File: src/hw/rtl/byte_stuffed_frame_receiver_unit_assert.svh
// Assertion macros shared by the frame receiver modules.
// Every macro samples on clk_i and is switched off while rst_ni is low.
`ifndef BYTE_STUFFED_FRAME_RECEIVER_UNIT_ASSERT_SVH
`define BYTE_STUFFED_FRAME_RECEIVER_UNIT_ASSERT_SVH

`ifndef SYNTHESIS
`define BSFR_ASSERT(lbl, prop, msg) \
  lbl: assert property (@(posedge clk_i) disable iff (!rst_ni) (prop)) else $error(msg);
`define BSFR_IMPLY(lbl, ante, cons, msg) \
  lbl: assert property (@(posedge clk_i) disable iff (!rst_ni) (ante) |-> (cons)) \
    else $error(msg);
`define BSFR_NEXT(lbl, ante, cons, msg) \
  lbl: assert property (@(posedge clk_i) disable iff (!rst_ni) (ante) |=> (cons)) \
    else $error(msg);
`else
`define BSFR_ASSERT(lbl, prop, msg)
`define BSFR_IMPLY(lbl, ante, cons, msg)
`define BSFR_NEXT(lbl, ante, cons, msg)
`endif

`endif

File: src/hw/rtl/bsfr_pkg.sv
package bsfr_pkg;

  typedef enum logic [2:0] {
    KIND_PAYLOAD  = 3'd0,
    KIND_OK       = 3'd1,
    KIND_MISMATCH = 3'd2,
    KIND_SHORT    = 3'd3,
    KIND_ABORTED  = 3'd4
  } kind_e;

  // Configuration register indexes.
  localparam logic [1:0] CFG_START  = 2'd0;
  localparam logic [1:0] CFG_END    = 2'd1;
  localparam logic [1:0] CFG_ESCAPE = 2'd2;

  localparam logic [7:0] START_RESET  = 8'd126;
  localparam logic [7:0] END_RESET    = 8'd127;
  localparam logic [7:0] ESCAPE_RESET = 8'd125;

  localparam int QDEPTH = 4;
  localparam int QPTR_W = $clog2(QDEPTH);
  localparam int QCNT_W = $clog2(QDEPTH + 1);

  // All results caused by one received byte. A second result, when there
  // is one, is always a payload byte.
  typedef struct packed {
    logic       two;
    kind_e      kind;
    logic [7:0] d0;
    logic [7:0] d1;
  } rec_t;

endpackage

File: src/hw/rtl/bsfr_front.sv
`include "byte_stuffed_frame_receiver_unit_assert.svh"

module bsfr_front (
  input  logic              clk_i,
  input  logic              rst_ni,
  input  logic              cfg_valid_i,
  input  logic [1:0]        cfg_index_i,
  input  logic [7:0]        cfg_data_i,
  input  logic              rx_valid_i,
  input  logic [7:0]        rx_byte_i,
  input  logic              q_full_i,
  output logic              rx_ready_o,
  output logic              push_o,
  output bsfr_pkg::rec_t    rec_o
);

  typedef struct packed {
    logic [7:0]  h0;
    logic [7:0]  h1;
    logic [1:0]  cnt;
    logic [15:0] sum;
    logic        emit;
    logic [7:0]  ebyte;
  } hold_t;

  logic [7:0]  start_q, end_q, esc_q;
  logic        in_frame_q, in_frame_d;
  logic        esc_pend_q, esc_pend_d;
  logic [7:0]  h0_q, h1_q;
  logic [1:0]  cnt_q;
  logic [15:0] sum_q;
  hold_t       cur, s1, s2, nxt;
  logic        accept;
  logic        two_steps;
  logic        any_res;

  // One decoded byte into the two-byte hold; the oldest byte leaves as
  // payload once the hold is full.
  function automatic hold_t dec_step(hold_t h, logic [7:0] d);
    hold_t r;
    r       = h;
    r.emit  = 1'b0;
    r.ebyte = 8'd0;
    if (h.cnt == 2'd0) begin
      r.h0  = d;
      r.cnt = 2'd1;
    end else if (h.cnt == 2'd1) begin
      r.h1  = d;
      r.cnt = 2'd2;
    end else begin
      r.emit  = 1'b1;
      r.ebyte = h.h0;
      r.sum   = h.sum + {8'd0, h.h0};
      r.h0    = h.h1;
      r.h1    = d;
    end
    return r;
  endfunction

  assign rx_ready_o = !q_full_i;
  assign accept     = rx_valid_i && rx_ready_o;

  always_comb begin
    cur       = '{h0: h0_q, h1: h1_q, cnt: cnt_q, sum: sum_q, emit: 1'b0, ebyte: 8'd0};
    s1        = dec_step(cur, esc_q);
    s2        = dec_step(s1, rx_byte_i);
    nxt       = cur;
    two_steps = 1'b0;
    any_res   = 1'b0;
    rec_o     = '{two: 1'b0, kind: bsfr_pkg::KIND_PAYLOAD, d0: 8'd0, d1: 8'd0};
    in_frame_d = in_frame_q;
    esc_pend_d = esc_pend_q;

    if (!in_frame_q) begin
      if (rx_byte_i == start_q) begin
        in_frame_d = 1'b1;
        esc_pend_d = 1'b0;
        nxt        = '0;
      end
    end else if (esc_pend_q) begin
      esc_pend_d = 1'b0;
      if (rx_byte_i == start_q || rx_byte_i == end_q || rx_byte_i == esc_q) begin
        nxt = dec_step(cur, rx_byte_i);
      end else begin
        two_steps = 1'b1;
        nxt       = s2;
      end
    end else if (rx_byte_i == end_q) begin
      any_res = 1'b1;
      if (cnt_q != 2'd2) begin
        rec_o.kind = bsfr_pkg::KIND_SHORT;
      end else if ({h0_q, h1_q} == sum_q) begin
        rec_o.kind = bsfr_pkg::KIND_OK;
      end else begin
        rec_o.kind = bsfr_pkg::KIND_MISMATCH;
      end
      in_frame_d = 1'b0;
      esc_pend_d = 1'b0;
      nxt        = '0;
    end else if (rx_byte_i == start_q) begin
      // Start inside a frame: report the abort and reopen straight away.
      any_res    = 1'b1;
      rec_o.kind = bsfr_pkg::KIND_ABORTED;
      esc_pend_d = 1'b0;
      nxt        = '0;
    end else if (rx_byte_i == esc_q) begin
      esc_pend_d = 1'b1;
    end else begin
      nxt = dec_step(cur, rx_byte_i);
    end

    // Collect payload bytes pushed out of the hold.
    if (two_steps) begin
      if (s1.emit && s2.emit) begin
        any_res   = 1'b1;
        rec_o.two = 1'b1;
        rec_o.d0  = s1.ebyte;
        rec_o.d1  = s2.ebyte;
      end else if (s1.emit || s2.emit) begin
        any_res  = 1'b1;
        rec_o.d0 = s1.emit ? s1.ebyte : s2.ebyte;
      end
    end else if (nxt.emit) begin
      any_res  = 1'b1;
      rec_o.d0 = nxt.ebyte;
    end
  end

  assign push_o = accept && any_res;

  always_ff @(posedge clk_i or negedge rst_ni) begin
    if (!rst_ni) begin
      start_q <= bsfr_pkg::START_RESET;
      end_q   <= bsfr_pkg::END_RESET;
      esc_q   <= bsfr_pkg::ESCAPE_RESET;
    end else if (cfg_valid_i) begin
      case (cfg_index_i)
        bsfr_pkg::CFG_START:  start_q <= cfg_data_i;
        bsfr_pkg::CFG_END:    end_q   <= cfg_data_i;
        bsfr_pkg::CFG_ESCAPE: esc_q   <= cfg_data_i;
        default: ;
      endcase
    end
  end

  always_ff @(posedge clk_i or negedge rst_ni) begin
    if (!rst_ni) begin
      in_frame_q <= 1'b0;
      esc_pend_q <= 1'b0;
      h0_q       <= 8'd0;
      h1_q       <= 8'd0;
      cnt_q      <= 2'd0;
      sum_q      <= 16'd0;
    end else if (accept) begin
      in_frame_q <= in_frame_d;
      esc_pend_q <= esc_pend_d;
      h0_q       <= nxt.h0;
      h1_q       <= nxt.h1;
      cnt_q      <= nxt.cnt;
      sum_q      <= nxt.sum;
    end
  end

  `BSFR_IMPLY(a_status_single, push_o && (rec_o.kind != bsfr_pkg::KIND_PAYLOAD), !rec_o.two, "status record carries a second result")
  `BSFR_IMPLY(a_hold_bound, 1'b1, cnt_q != 2'd3, "hold count beyond two")

endmodule

File: src/hw/rtl/bsfr_queue.sv
`include "byte_stuffed_frame_receiver_unit_assert.svh"

module bsfr_queue (
  input  logic           clk_i,
  input  logic           rst_ni,
  input  logic           push_i,
  input  bsfr_pkg::rec_t wdata_i,
  input  logic           pop_i,
  output logic           full_o,
  output logic           valid_o,
  output bsfr_pkg::rec_t rdata_o
);

  bsfr_pkg::rec_t                   mem_q [bsfr_pkg::QDEPTH];
  logic [bsfr_pkg::QPTR_W-1:0]      wr_q, rd_q;
  logic [bsfr_pkg::QCNT_W-1:0]      cnt_q;
  logic                             do_push, do_pop;

  assign full_o  = (cnt_q == bsfr_pkg::QCNT_W'(bsfr_pkg::QDEPTH));
  assign valid_o = (cnt_q != '0);
  assign rdata_o = mem_q[rd_q];
  assign do_push = push_i && !full_o;
  assign do_pop  = pop_i && valid_o;

  always_ff @(posedge clk_i) begin
    if (do_push) begin
      mem_q[wr_q] <= wdata_i;
    end
  end

  always_ff @(posedge clk_i or negedge rst_ni) begin
    if (!rst_ni) begin
      wr_q  <= '0;
      rd_q  <= '0;
      cnt_q <= '0;
    end else begin
      if (do_push) begin
        wr_q <= wr_q + 1'b1;
      end
      if (do_pop) begin
        rd_q <= rd_q + 1'b1;
      end
      if (do_push && !do_pop) begin
        cnt_q <= cnt_q + 1'b1;
      end else if (do_pop && !do_push) begin
        cnt_q <= cnt_q - 1'b1;
      end
    end
  end

  `BSFR_IMPLY(a_no_overflow, push_i, !full_o, "record pushed into a full queue")
  `BSFR_NEXT(a_ptr_gap, 1'b1, (bsfr_pkg::QPTR_W'(wr_q - rd_q)) == bsfr_pkg::QPTR_W'(cnt_q), "queue pointers disagree with fill count")

endmodule

File: src/hw/rtl/bsfr_back.sv
`include "byte_stuffed_frame_receiver_unit_assert.svh"

module bsfr_back (
  input  logic           clk_i,
  input  logic           rst_ni,
  input  logic           q_valid_i,
  input  bsfr_pkg::rec_t q_rec_i,
  output logic           q_pop_o,
  output logic           res_valid_o,
  input  logic           res_ready_i,
  output logic [2:0]     kind_o,
  output logic [7:0]     payload_o,
  output logic           last_o
);

  logic        valid_q, valid_d;
  logic [2:0]  kind_q, kind_d;
  logic [7:0]  pay_q, pay_d;
  logic        last_q, last_d;
  logic        phase_q, phase_d;
  logic        load;

  assign load = !valid_q || res_ready_i;

  always_comb begin
    valid_d = valid_q;
    kind_d  = kind_q;
    pay_d   = pay_q;
    last_d  = last_q;
    phase_d = phase_q;
    q_pop_o = 1'b0;
    if (load) begin
      valid_d = q_valid_i;
      if (q_valid_i) begin
        if (phase_q) begin
          // Second result of a record is always a payload byte.
          kind_d  = bsfr_pkg::KIND_PAYLOAD;
          pay_d   = q_rec_i.d1;
          last_d  = 1'b1;
          phase_d = 1'b0;
          q_pop_o = 1'b1;
        end else begin
          kind_d  = q_rec_i.kind;
          pay_d   = q_rec_i.d0;
          last_d  = !q_rec_i.two;
          phase_d = q_rec_i.two;
          q_pop_o = !q_rec_i.two;
        end
      end
    end
  end

  always_ff @(posedge clk_i or negedge rst_ni) begin
    if (!rst_ni) begin
      valid_q <= 1'b0;
      phase_q <= 1'b0;
    end else begin
      valid_q <= valid_d;
      phase_q <= phase_d;
    end
  end

  always_ff @(posedge clk_i) begin
    kind_q <= kind_d;
    pay_q  <= pay_d;
    last_q <= last_d;
  end

  assign res_valid_o = valid_q;
  assign kind_o      = kind_q;
  assign payload_o   = pay_q;
  assign last_o      = last_q;

  `BSFR_IMPLY(a_phase_holds_rec, phase_q, q_valid_i && valid_q && !last_q, "second half pending without its record")

endmodule

File: src/hw/rtl/byte_stuffed_frame_receiver_unit.sv
// Byte-stuffed frame receiver. Raw serial bytes enter on the rx channel, one
// per transfer, and the unit can take a new byte in every clock cycle while its
// queue is not full. Bytes are ignored until an unescaped start marker opens a
// frame; inside a frame an escape marker makes a following marker literal,
// while an escape followed by any other byte keeps both bytes. Decoded bytes
// pass through a two-byte hold, so the last two body bytes of a frame are
// never streamed: an unescaped end marker compares them, read big-endian, with
// the 16-bit wrapping sum of the payload bytes already sent and reports ok,
// mismatch or too short (fewer than two body bytes). A start marker inside a
// frame reports aborted and reopens the frame. Payload sent before a failing
// status is not recalled; the status tells the consumer to drop it. Each
// result transfer carries kind, payload (zero for status kinds) and last, which
// marks the final result caused by one input byte. A byte causes zero, one or
// two results; the result port moves one per cycle while the consumer is ready,
// and a four-record queue between the decoder and the output register absorbs
// bursts from bytes with two results. Results pass through the queue and then
// the output register. The marker registers are written through the cfg
// channel (index 0 start, 1 end, 2 escape, other indexes ignored), which is
// always ready, and should only be written while no results are outstanding.
module byte_stuffed_frame_receiver_unit (
  input  logic       clk_i,
  input  logic       rst_ni,
  // Configuration writes.
  input  logic       cfg_valid_i,
  output logic       cfg_ready_o,
  input  logic [1:0] cfg_index_i,
  input  logic [7:0] cfg_data_i,
  // Received bytes.
  input  logic       rx_valid_i,
  output logic       rx_ready_o,
  input  logic [7:0] rx_byte_i,
  // Results.
  output logic       res_valid_o,
  input  logic       res_ready_i,
  output logic [2:0] kind_o,
  output logic [7:0] payload_o,
  output logic       last_o
);

  logic           q_full;
  logic           q_push;
  logic           q_pop;
  logic           q_valid;
  bsfr_pkg::rec_t push_rec;
  bsfr_pkg::rec_t head_rec;

  // Register writes never stall.
  assign cfg_ready_o = 1'b1;

  // Front: marker detection, escape handling, hold and checksum state.
  bsfr_front u_front (
    .clk_i       (clk_i),
    .rst_ni      (rst_ni),
    .cfg_valid_i (cfg_valid_i),
    .cfg_index_i (cfg_index_i),
    .cfg_data_i  (cfg_data_i),
    .rx_valid_i  (rx_valid_i),
    .rx_byte_i   (rx_byte_i),
    .q_full_i    (q_full),
    .rx_ready_o  (rx_ready_o),
    .push_o      (q_push),
    .rec_o       (push_rec)
  );

  // Queue of per-byte result records, so the front never waits on a
  // single stalled result.
  bsfr_queue u_queue (
    .clk_i   (clk_i),
    .rst_ni  (rst_ni),
    .push_i  (q_push),
    .wdata_i (push_rec),
    .pop_i   (q_pop),
    .full_o  (q_full),
    .valid_o (q_valid),
    .rdata_o (head_rec)
  );

  // Back: splits each record into result transfers through the output
  // register.
  bsfr_back u_back (
    .clk_i       (clk_i),
    .rst_ni      (rst_ni),
    .q_valid_i   (q_valid),
    .q_rec_i     (head_rec),
    .q_pop_o     (q_pop),
    .res_valid_o (res_valid_o),
    .res_ready_i (res_ready_i),
    .kind_o      (kind_o),
    .payload_o   (payload_o),
    .last_o      (last_o)
  );

endmodule
File: config.mk
export PLATFORM = sky130hd
export DESIGN_NAME = byte_stuffed_frame_receiver_unit
export DESIGN_NICKNAME = d
export VERILOG_FILES = /design/src/hw/rtl/bsfr_pkg.sv /design/src/hw/rtl/bsfr_front.sv /design/src/hw/rtl/bsfr_queue.sv /design/src/hw/rtl/bsfr_back.sv /design/src/hw/rtl/byte_stuffed_frame_receiver_unit.sv
export VERILOG_INCLUDE_DIRS = /design/src /design/src/hw/rtl
export SDC_FILE = /design/constraint.sdc
export NUM_CORES = 1
export LEC_CHECK = 0
export BUFFER_PORTS_ARGS = -buffer_cell sky130_fd_sc_hd__clkbuf_2
export CORE_MARGIN = 2
export CORE_UTILIZATION = 40
export DETAILED_ROUTE_END_ITERATION = 6
export GPL_ROUTABILITY_DRIVEN = 0
export PLACE_DENSITY_LB_ADDON = 0.08
export SETUP_SLACK_MARGIN = 0.3
export SYNTH_ARGS = -nofsm -noshare
export SYNTH_HDL_FRONTEND = slang
export SYNTH_SLANG_ARGS = --single-unit
File: constraint.sdc
create_clock -name clk_i -period 3.3 [get_ports clk_i]
set_input_delay 0.495 -clock clk_i [delete_from_list [all_inputs] [get_ports clk_i]]
set_output_delay 0.495 -clock clk_i [all_outputs]
set_load 0.1 [all_outputs]
==> out/results.tsv, run 1 <==
metric	value	unit
critPathMaxStageDelay	0.36	ns
worstSetupEndpointType	flop	
period_share	101	%
total_leakage_power	4.38	nW
cts_buffer_depth	2	
synth_top_area_share	30.7	%
num_vias	6739	
ir_worst_vdd	0.000555	V
fin_cells	1176	
synth.distinct_cells	67	
post-route-util	51.1	%
antennaDiodeCount	0	
antenna_found_initial	0	
status	finished with violations	
routedWlPerCell	21.2	µm
nNetsFinal	935	
drive_gt1_share	38.1	%
clkSlewWorstSetupHoldPaths	0.08	ns
stdcell_area	11200	µm²
rows	54	
cap_violations	0	
routed_wl	24900	µm
arrival	3.71	ns
crit_chain	ha_2, inv_2, fa_2, buf_4, xor2_1, o21ai_1, ha_2, a211oi_2, nor2_2, o31a_1, o21a_1, buf_4, o21ai_2, mux2i_1, a22o_1	
slew_headroom	35.0	%
worst_path_dominant_cell_family	compound AO/OA/AOI/OAI gates	
dp.cells	1102	
area_delta_synth_final	24.9	%
die_x	154	µm
hpwlAfterDp	17100	µm
core_area	22000	µm²
period_needed	3.34	ns
cpMaxStageDelayCell	dfrtp_1	
r2r_end	u_front.sum_q[8]$_DFFE_PN0P_	
firstDrtPassIters	5	
critPathBufInv	3	
worstMarginPinSlew	0.976	ns
synth_nets	812	
cts_tree	built	
reg2reg_depth	15	
synth_edf_count	92	
cp-startpoint	u_front.sum_q[0]$_DFFE_PN0P_	
gr-total-overflow	0	
root_buffer	clkbuf_16	
avgSynthCellArea	11.8	µm²
synth_area_leaders	edfxtp_1 31%, dfrtp_1 14%, mux2_2 5.8%, dfstp_2 5.6%, mux4_2 5.0%	
placed_area	9960	µm²
htree_levels	4	
worstPathRequired	3.67	ns
io_buffers	36	
dieArea	23700	µm²
cts_buffers	17	
clk_latency	0.44	ns
setup_ws	-0.0423	ns
synthFlopType	edfxtp_1	
grt_pass1_vias	6748	
crit_path_max_fanout	3	
die_h	154	µm
min_path_type	input pin to asynchronous set/reset pin	
synth_warnings	0	
startpoint_type	flop	
syn_area	8990	µm²
setup_tns	-0.115	ns
grtUsageTotal	21.6	%
p_per_area	1230	nW/µm²
first_iter_violations	591	
finalHoldWorstSlack	0.151	ns
r2r_setup_slack	-0.04	ns
drc_errors	0	
grt_pass1_wl	39300	µm
fin_skew	0.0169	ns
critPathKind	flop to flop	
vias_per_cell	5.73	
final-hold-violation-count	0	
rsz0062_at_grt	yes	
grt_max_degree	70	
yosys_register_bits	161	
ant_nets	0	
synth_top_area_cell	edfxtp_1	
fillerInstances	1912	
seq_area_frac_synth	50.2	%
num_io_pins	38	
start_util	40.9	%
clkSinkCount	161	
synthCells	760	
max_freq	299	MHz
timing.rr.start	u_front.sum_q[0]$_DFFE_PN0P_	
async_flop_share	42.9	%
slew_violations	0	
failed_checks	negative setup slack	
finalSetupViolCount	3	
## how the worst max path moves through the flow
stage                     cells past startpoint                       endpoint  slack (ns)
final                                        15   u_front.sum_q[8]$_DFFE_PN0P_       -0.04
after global routing                         15  u_front.sum_q[14]$_DFFE_PN0P_       -0.24
after CTS                                    16  u_front.sum_q[14]$_DFFE_PN0P_        0.07
after detailed placement                     13  u_front.sum_q[10]$_DFFE_PN0P_       -0.02
after global placement                       12   u_queue.cnt_q[1]$_DFFE_PN0P_        0.03
after floorplan                              15  u_front.sum_q[12]$_DFFE_PN0P_        0.24
## worst reg2reg max path, delay by kind of cell (launching register included)
family	cells	cell delay (ns)
compound gates	6	1.28
mux	1	0.19
xor+xnor	1	0.17
fa+ha+maj	3	0.88
buf+inv	3	0.33
flops	1	0.36
simple gates	1	0.08
## what timing repair did
item / 4_1_cts / 5_1_grt
endpoints found under the setup margin: 14 / 95
setup buffers: 29 / 12
pin swaps: 23 / 24
cloned: 0 / 1
hold buffers: 0 / 0
gates resized for setup: 30 / 44
## cell usage after synthesis (8+ instances only)
master and instances:
mux4_2 20, dfrtp_1 50, inv_1 34, edfxtp_1 92
nor2_1 51, o21ai_0 33, and2_1 8, ha_1 26
xnor2_1 25, nand2_1 32, mux2i_1 20, clkbuf_1 22
o21a_1 8, o22ai_1 22, a21oi_1 27, mux2_2 46
o211ai_1 8, o32a_1 8, nand3_1 21, nor3_1 15
dfstp_2 19, xor2_1 33, a31oi_1 11, nor4_1 9
nor2b_1 21
## layout by cell type, fill, tap and decap left out, types with 16 or more instances in the layout
master / instances
mux2_2: 44
nand3_1: 20
xnor2_1: 25
mux4_2: 20
buf_4: 99
o21ai_0: 23
a21oi_1: 20
dfstp_2: 19
inv_1: 28
edfxtp_1: 92
clkbuf_16: 18
o22ai_1: 22
clkbuf_2: 35
nor2_1: 47
xor2_1: 30
nor2b_1: 16
dfrtp_1: 49
nand2_1: 31
ha_1: 16
## layer usage
| layer | share of wire [%] | global-route usage, % |
|---|---|---|
| met1 | 45 | 29.8 |
| met2 | 49 | 35.9 |
| met3 | 4.1 | 3.21 |
| met4 | 2.1 | 5.61 |
| met5 | 0 | 0 |
## flip-flops by register name (all words and copies together) (netlist names)
| name | flops |
|---|---|
| u_front.in_frame_q | 1 |
| u_front.start_q | 8 |
| u_back.phase_q | 1 |
| u_queue.wr_q | 2 |
| u_queue.mem_q | 80 |
| u_front.sum_q | 16 |
| u_front.cnt_q | 2 |
| u_front.h0_q | 8 |
| u_back.res_valid_o | 1 |
| u_queue.cnt_q | 3 |
| u_front.end_q | 8 |
| u_front.esc_q | 8 |
| u_back.kind_o | 3 |
| u_front.h1_q | 8 |
| u_front.esc_pend_q | 1 |
| u_back.last_o | 1 |
| u_queue.rd_q | 2 |
| u_back.payload_o | 8 |
## metrics by stage
step           total power, mW  setup slack (ns)
2_1_floorplan             8.33             0.238
3_3_place_gp              10.2            0.0307
3_5_place_dp              10.3           -0.0238
4_1_cts                   12.9            0.0710
5_1_grt                   14.6            -0.235
6_report                  13.8           -0.0423
## cell type report
type                    instances  area, µm²  share of cell area [%]
inverters                      34        128                    1.14
flip-flops and latches        161       4510                    40.2
well taps                     280        350                    3.12
clock inverters                15        191                    1.71
multi-input cells             523       4490                    40.0
clock buffers                  17        425                    3.79
repair buffers                146       1130                    10.1
## power breakdown
| group | internal, mW | leakage (nW) | switching [mW] | total [mW] |
|---|---|---|---|---|
| registers | 2.93 | 1.66 | 0.456 | 3.39 |
| logic | 3.75 | 2.42 | 4.60 | 8.35 |
| clock network | 1.04 | 0.299 | 0.999 | 2.04 |
| total | 7.73 | 4.38 | 6.06 | 13.8 |
## cell families (layout without fill, tap and decap cells)
family / Yosys count / in the layout / share of synthesized area (%)
AND/OR/NAND/NOR: 183 / 183 / 10.2
AO/OA/AOI/OAI: 166 / 166 / 12.7
flip-flops: 161 / 161 / 50.2
multiplexers: 86 / 86 / 13.0
buffers and inverters: 76 / 212 / 3.90
XOR/XNOR: 58 / 58 / 5.65
adder cells (fa/ha/maj): 29 / 29 / 4.29
other: 1 / 1 / 0.0417
Power figures use the tool's default switching activity.
==> run 2: changes to the inputs <==
--- a/config.mk
+++ b/config.mk
@@ -6,13 +6,15 @@
 export SDC_FILE = /design/constraint.sdc
 export NUM_CORES = 1
 export LEC_CHECK = 0
-export BUFFER_PORTS_ARGS = -buffer_cell sky130_fd_sc_hd__clkbuf_2
+export CORE_ASPECT_RATIO = 1.5
 export CORE_MARGIN = 2
 export CORE_UTILIZATION = 40
 export DETAILED_ROUTE_END_ITERATION = 6
+export DONT_BUFFER_PORTS = 1
 export GPL_ROUTABILITY_DRIVEN = 0
 export PLACE_DENSITY_LB_ADDON = 0.08
 export SETUP_SLACK_MARGIN = 0.3
 export SYNTH_ARGS = -nofsm -noshare
 export SYNTH_HDL_FRONTEND = slang
 export SYNTH_SLANG_ARGS = --single-unit
+export TNS_END_PERCENT = 20
==> run 2 against run 1 <==
Against the previous run:
- clock-buffer cell count grew 7
- maximum frequency grew 1.7%
- critical endpoint is now u_front.sum_q[12]$_DFFE_PN0P_
- combinational power shrank 21%
- global-route usage shrank 0.90 points
- hold slack gained 0.0050 ns
- critical path type unchanged
- largest cell class unchanged
- register-to-register slack gained 0.06 ns
- the run now ends clean
- design area shrank 6.8%
==> out/results.tsv, run 2 (synthesis gave the netlist of run 1 again) <==
metric	value	unit	change
status	completed		was finished with violations
cap_violations	0		unchanged
slew_headroom	40.5	%	was 35.0%
max_freq	304	MHz	was 299 MHz
period_share	99.6	%	was 101%
final-hold-violation-count	0		unchanged
final_cell_mix	92 x edfxtp_1, 65 x buf_4, 49 x dfrtp_1		was 99 x buf_4, 92 x edfxtp_1, 49 x dfrtp_1
die_h	188	µm	was 154 µm
reg.largest.list	u_queue.mem_q: 80 flops, u_front.sum_q: 16 flops		unchanged
worstPathRequired	3.63	ns	was 3.67 ns
clkSinkCount	161		unchanged
startpoint_type	flop		unchanged
cts_buffers	17		unchanged
worstHoldPathCells	1		
p_per_area	1190	nW/µm²	was 1230 nW/µm²
rsz0062_at_grt	yes		unchanged
cts_buffer_depth	2		unchanged
slew_violations	0		unchanged
reg2reg_depth	16		was 15
placed_area	9610	µm²	was 9960 µm²
root_buffer	clkbuf_16		unchanged
gr-total-overflow	0		unchanged
routedWlPerCell	21.5	µm	was 21.2 µm
gr-usage-met3	3.59	%	was 3.21%
clkSlewWorstSetupHoldPaths	0.07	ns	was 0.08 ns
multi_input_area	4370	µm²	was 4490 µm²
nNetsFinal	858		was 935
drive_gt1_share	29.5	%	was 38.1%
hpwlAfterDp	17000	µm	was 17100 µm
drc_errors	0		unchanged
antenna_found_initial	0		unchanged
arrival	3.61	ns	was 3.71 ns
setup_tns	0	ns	was -0.115 ns
min_to	u_back.res_valid_o$_DFFE_PN0N_		
fillerInstances	2005		was 1912
ir_worst_vdd	0.000464	V	was 0.000555 V
num_vias	6175		was 6739
worst_path_dominant_cell_family	compound AO/OA/AOI/OAI gates		unchanged
min_path_type	input pin to flop		was input pin to asynchronous set/reset pin
clk_latency	0.43	ns	was 0.44 ns
total_leakage_power	3.95	nW	was 4.38 nW
critPathKind	flop to flop		unchanged
die_x	126	µm	was 154 µm
num_io_pins	38		unchanged
min-delay-start	res_ready_i		
finalSetupViolCount	0		was 3
firstDrtPassIters	5		unchanged
vias_per_cell	5.64		was 5.73
dieArea	23700	µm²	about the same
regMostFlops	u_queue.mem_q		unchanged
first_iter_violations	360		was 591
period_needed	3.29	ns	was 3.34 ns
crit_path_max_fanout	3		unchanged
use_met2	37.5	%	was 35.9%
routed_wl	23600	µm	was 24900 µm
top_usage_layer	met2		unchanged
total_power	12.4	mW	was 13.8 mW
crit_path_frequent_cell	o21a_1		
r2r_setup_slack	0.01	ns	was -0.04 ns
critPathBufInv	2		was 3
gr-usage-met1	23.5	%	was 29.8%
antennaDiodeCount	0		unchanged
io_buffers	0		was 36
start_util	40.5	%	was 40.9%
cts_tree	built		unchanged
r2r_end	u_front.sum_q[12]$_DFFE_PN0P_		was u_front.sum_q[8]$_DFFE_PN0P_
largest_reg_flops	80		unchanged
cpMaxStageDelayCell	dfrtp_1		unchanged
fin_skew	0.0169	ns	about the same
worstSetupEndpointType	flop		unchanged
grt_pass1_wl	37600	µm	was 39300 µm
critPathMaxStageDelay	0.38	ns	was 0.36 ns
cp-startpoint	u_front.sum_q[0]$_DFFE_PN0P_		unchanged
htree_levels	4		unchanged
crit_chain	ha_2, inv_2, fa_2, nor2b_2, o31a_1, o21a_1, o21a_1, o31ai_2, ha_1, inv_2, nor2_2, o31a_1, o21a_1, o221ai_2, or2_1, o311ai_2		was ha_2, inv_2, fa_2, buf_4, xor2_1, o21ai_1, ha_2, a211oi_2, nor2_2, o31a_1, o21a_1, buf_4, o21ai_2, mux2i_1, a22o_1
ant_nets	0		unchanged
layout_commonest_cell	edfxtp_1		was buf_4
worstMarginPinSlew	0.894	ns	was 0.976 ns
grt_pass1_vias	6650		was 6748
grt_max_degree	70		unchanged
rows	67		was 54
regArea	4510	µm²	unchanged
timing.rr.start	u_front.sum_q[0]$_DFFE_PN0P_		unchanged
area_delta_synth_final	16.4	%	was 24.9%
core_area	22200	µm²	was 22000 µm²
stdcell_area	10500	µm²	was 11200 µm²
grtUsageTotal	20.7	%	was 21.6%
==> run 2: how the worst max path moves through the flow <==
stage / slack (ns) / end / cells after the start
after floorplan: 0.24 / u_front.sum_q[12]$_DFFE_PN0P_ / 15
after global placement: 0.03 / u_front.sum_q[15]$_DFFE_PN0P_ / 13
after detailed placement: -0.02 / u_front.sum_q[12]$_DFFE_PN0P_ / 14
after CTS: 0.009 / u_front.sum_q[12]$_DFFE_PN0P_ / 16
after global routing: -0.20 / u_front.sum_q[14]$_DFFE_PN0P_ / 15
final: 0.01 / u_front.sum_q[12]$_DFFE_PN0P_ / 16
==> run 2: layout make-up <==
class | instances | share of cell area (%)
clock inverter | 8 | 0.527
sequential | 161 | 43.2
timing repair buffer | 69 | 5.32
inverter | 34 | 1.22
tap | 276 | 3.30
clock buffer | 24 | 4.65
multi-input combinational | 523 | 41.8
==> run 2: what timing repair did <==
action / CTS / global route
endpoints found under the setup margin: 12 / 17
endpoints found under the hold margin: 69 / 0
pin swaps: 7 / 3
buffers inserted: 7 / 6
resized for setup: 22 / 19
hold buffers: 2 / 0
==> run 2: where the power goes <==
part	internal, mW	switching, mW	total, mW
registers	2.95	1.04	3.99
clock network	1.04	0.793	1.83
logic	3.05	3.54	6.59
total	7.03	5.37	12.4
==> run 2: metrics by stage <==
stage / worst slack [ns] / utilization [%] / instances / hold slack, ns
6_report: 0.0139 / 47.1 / 1095 / 0.156
5_1_grt: -0.195 / 47.1 / 1095 / 0.159
4_1_cts: 0.00899 / 46.5 / 1089 / 0.138
3_5_place_dp: -0.0210 / 43.3 / 1048 / 0.201
3_3_place_gp: 0.0256 / 43.3 / 1048 / 0.201
2_1_floorplan: 0.238 / - / 760 / 0.199
==> run 2: layer usage <==
layer	routed length [µm]	vias up	part of all wire, %
li1	-	2933	-
met1	9300	3068	39
met2	12700	124	54
met3	685	50	2.9
met4	874	0	3.7
met5	0	-	0
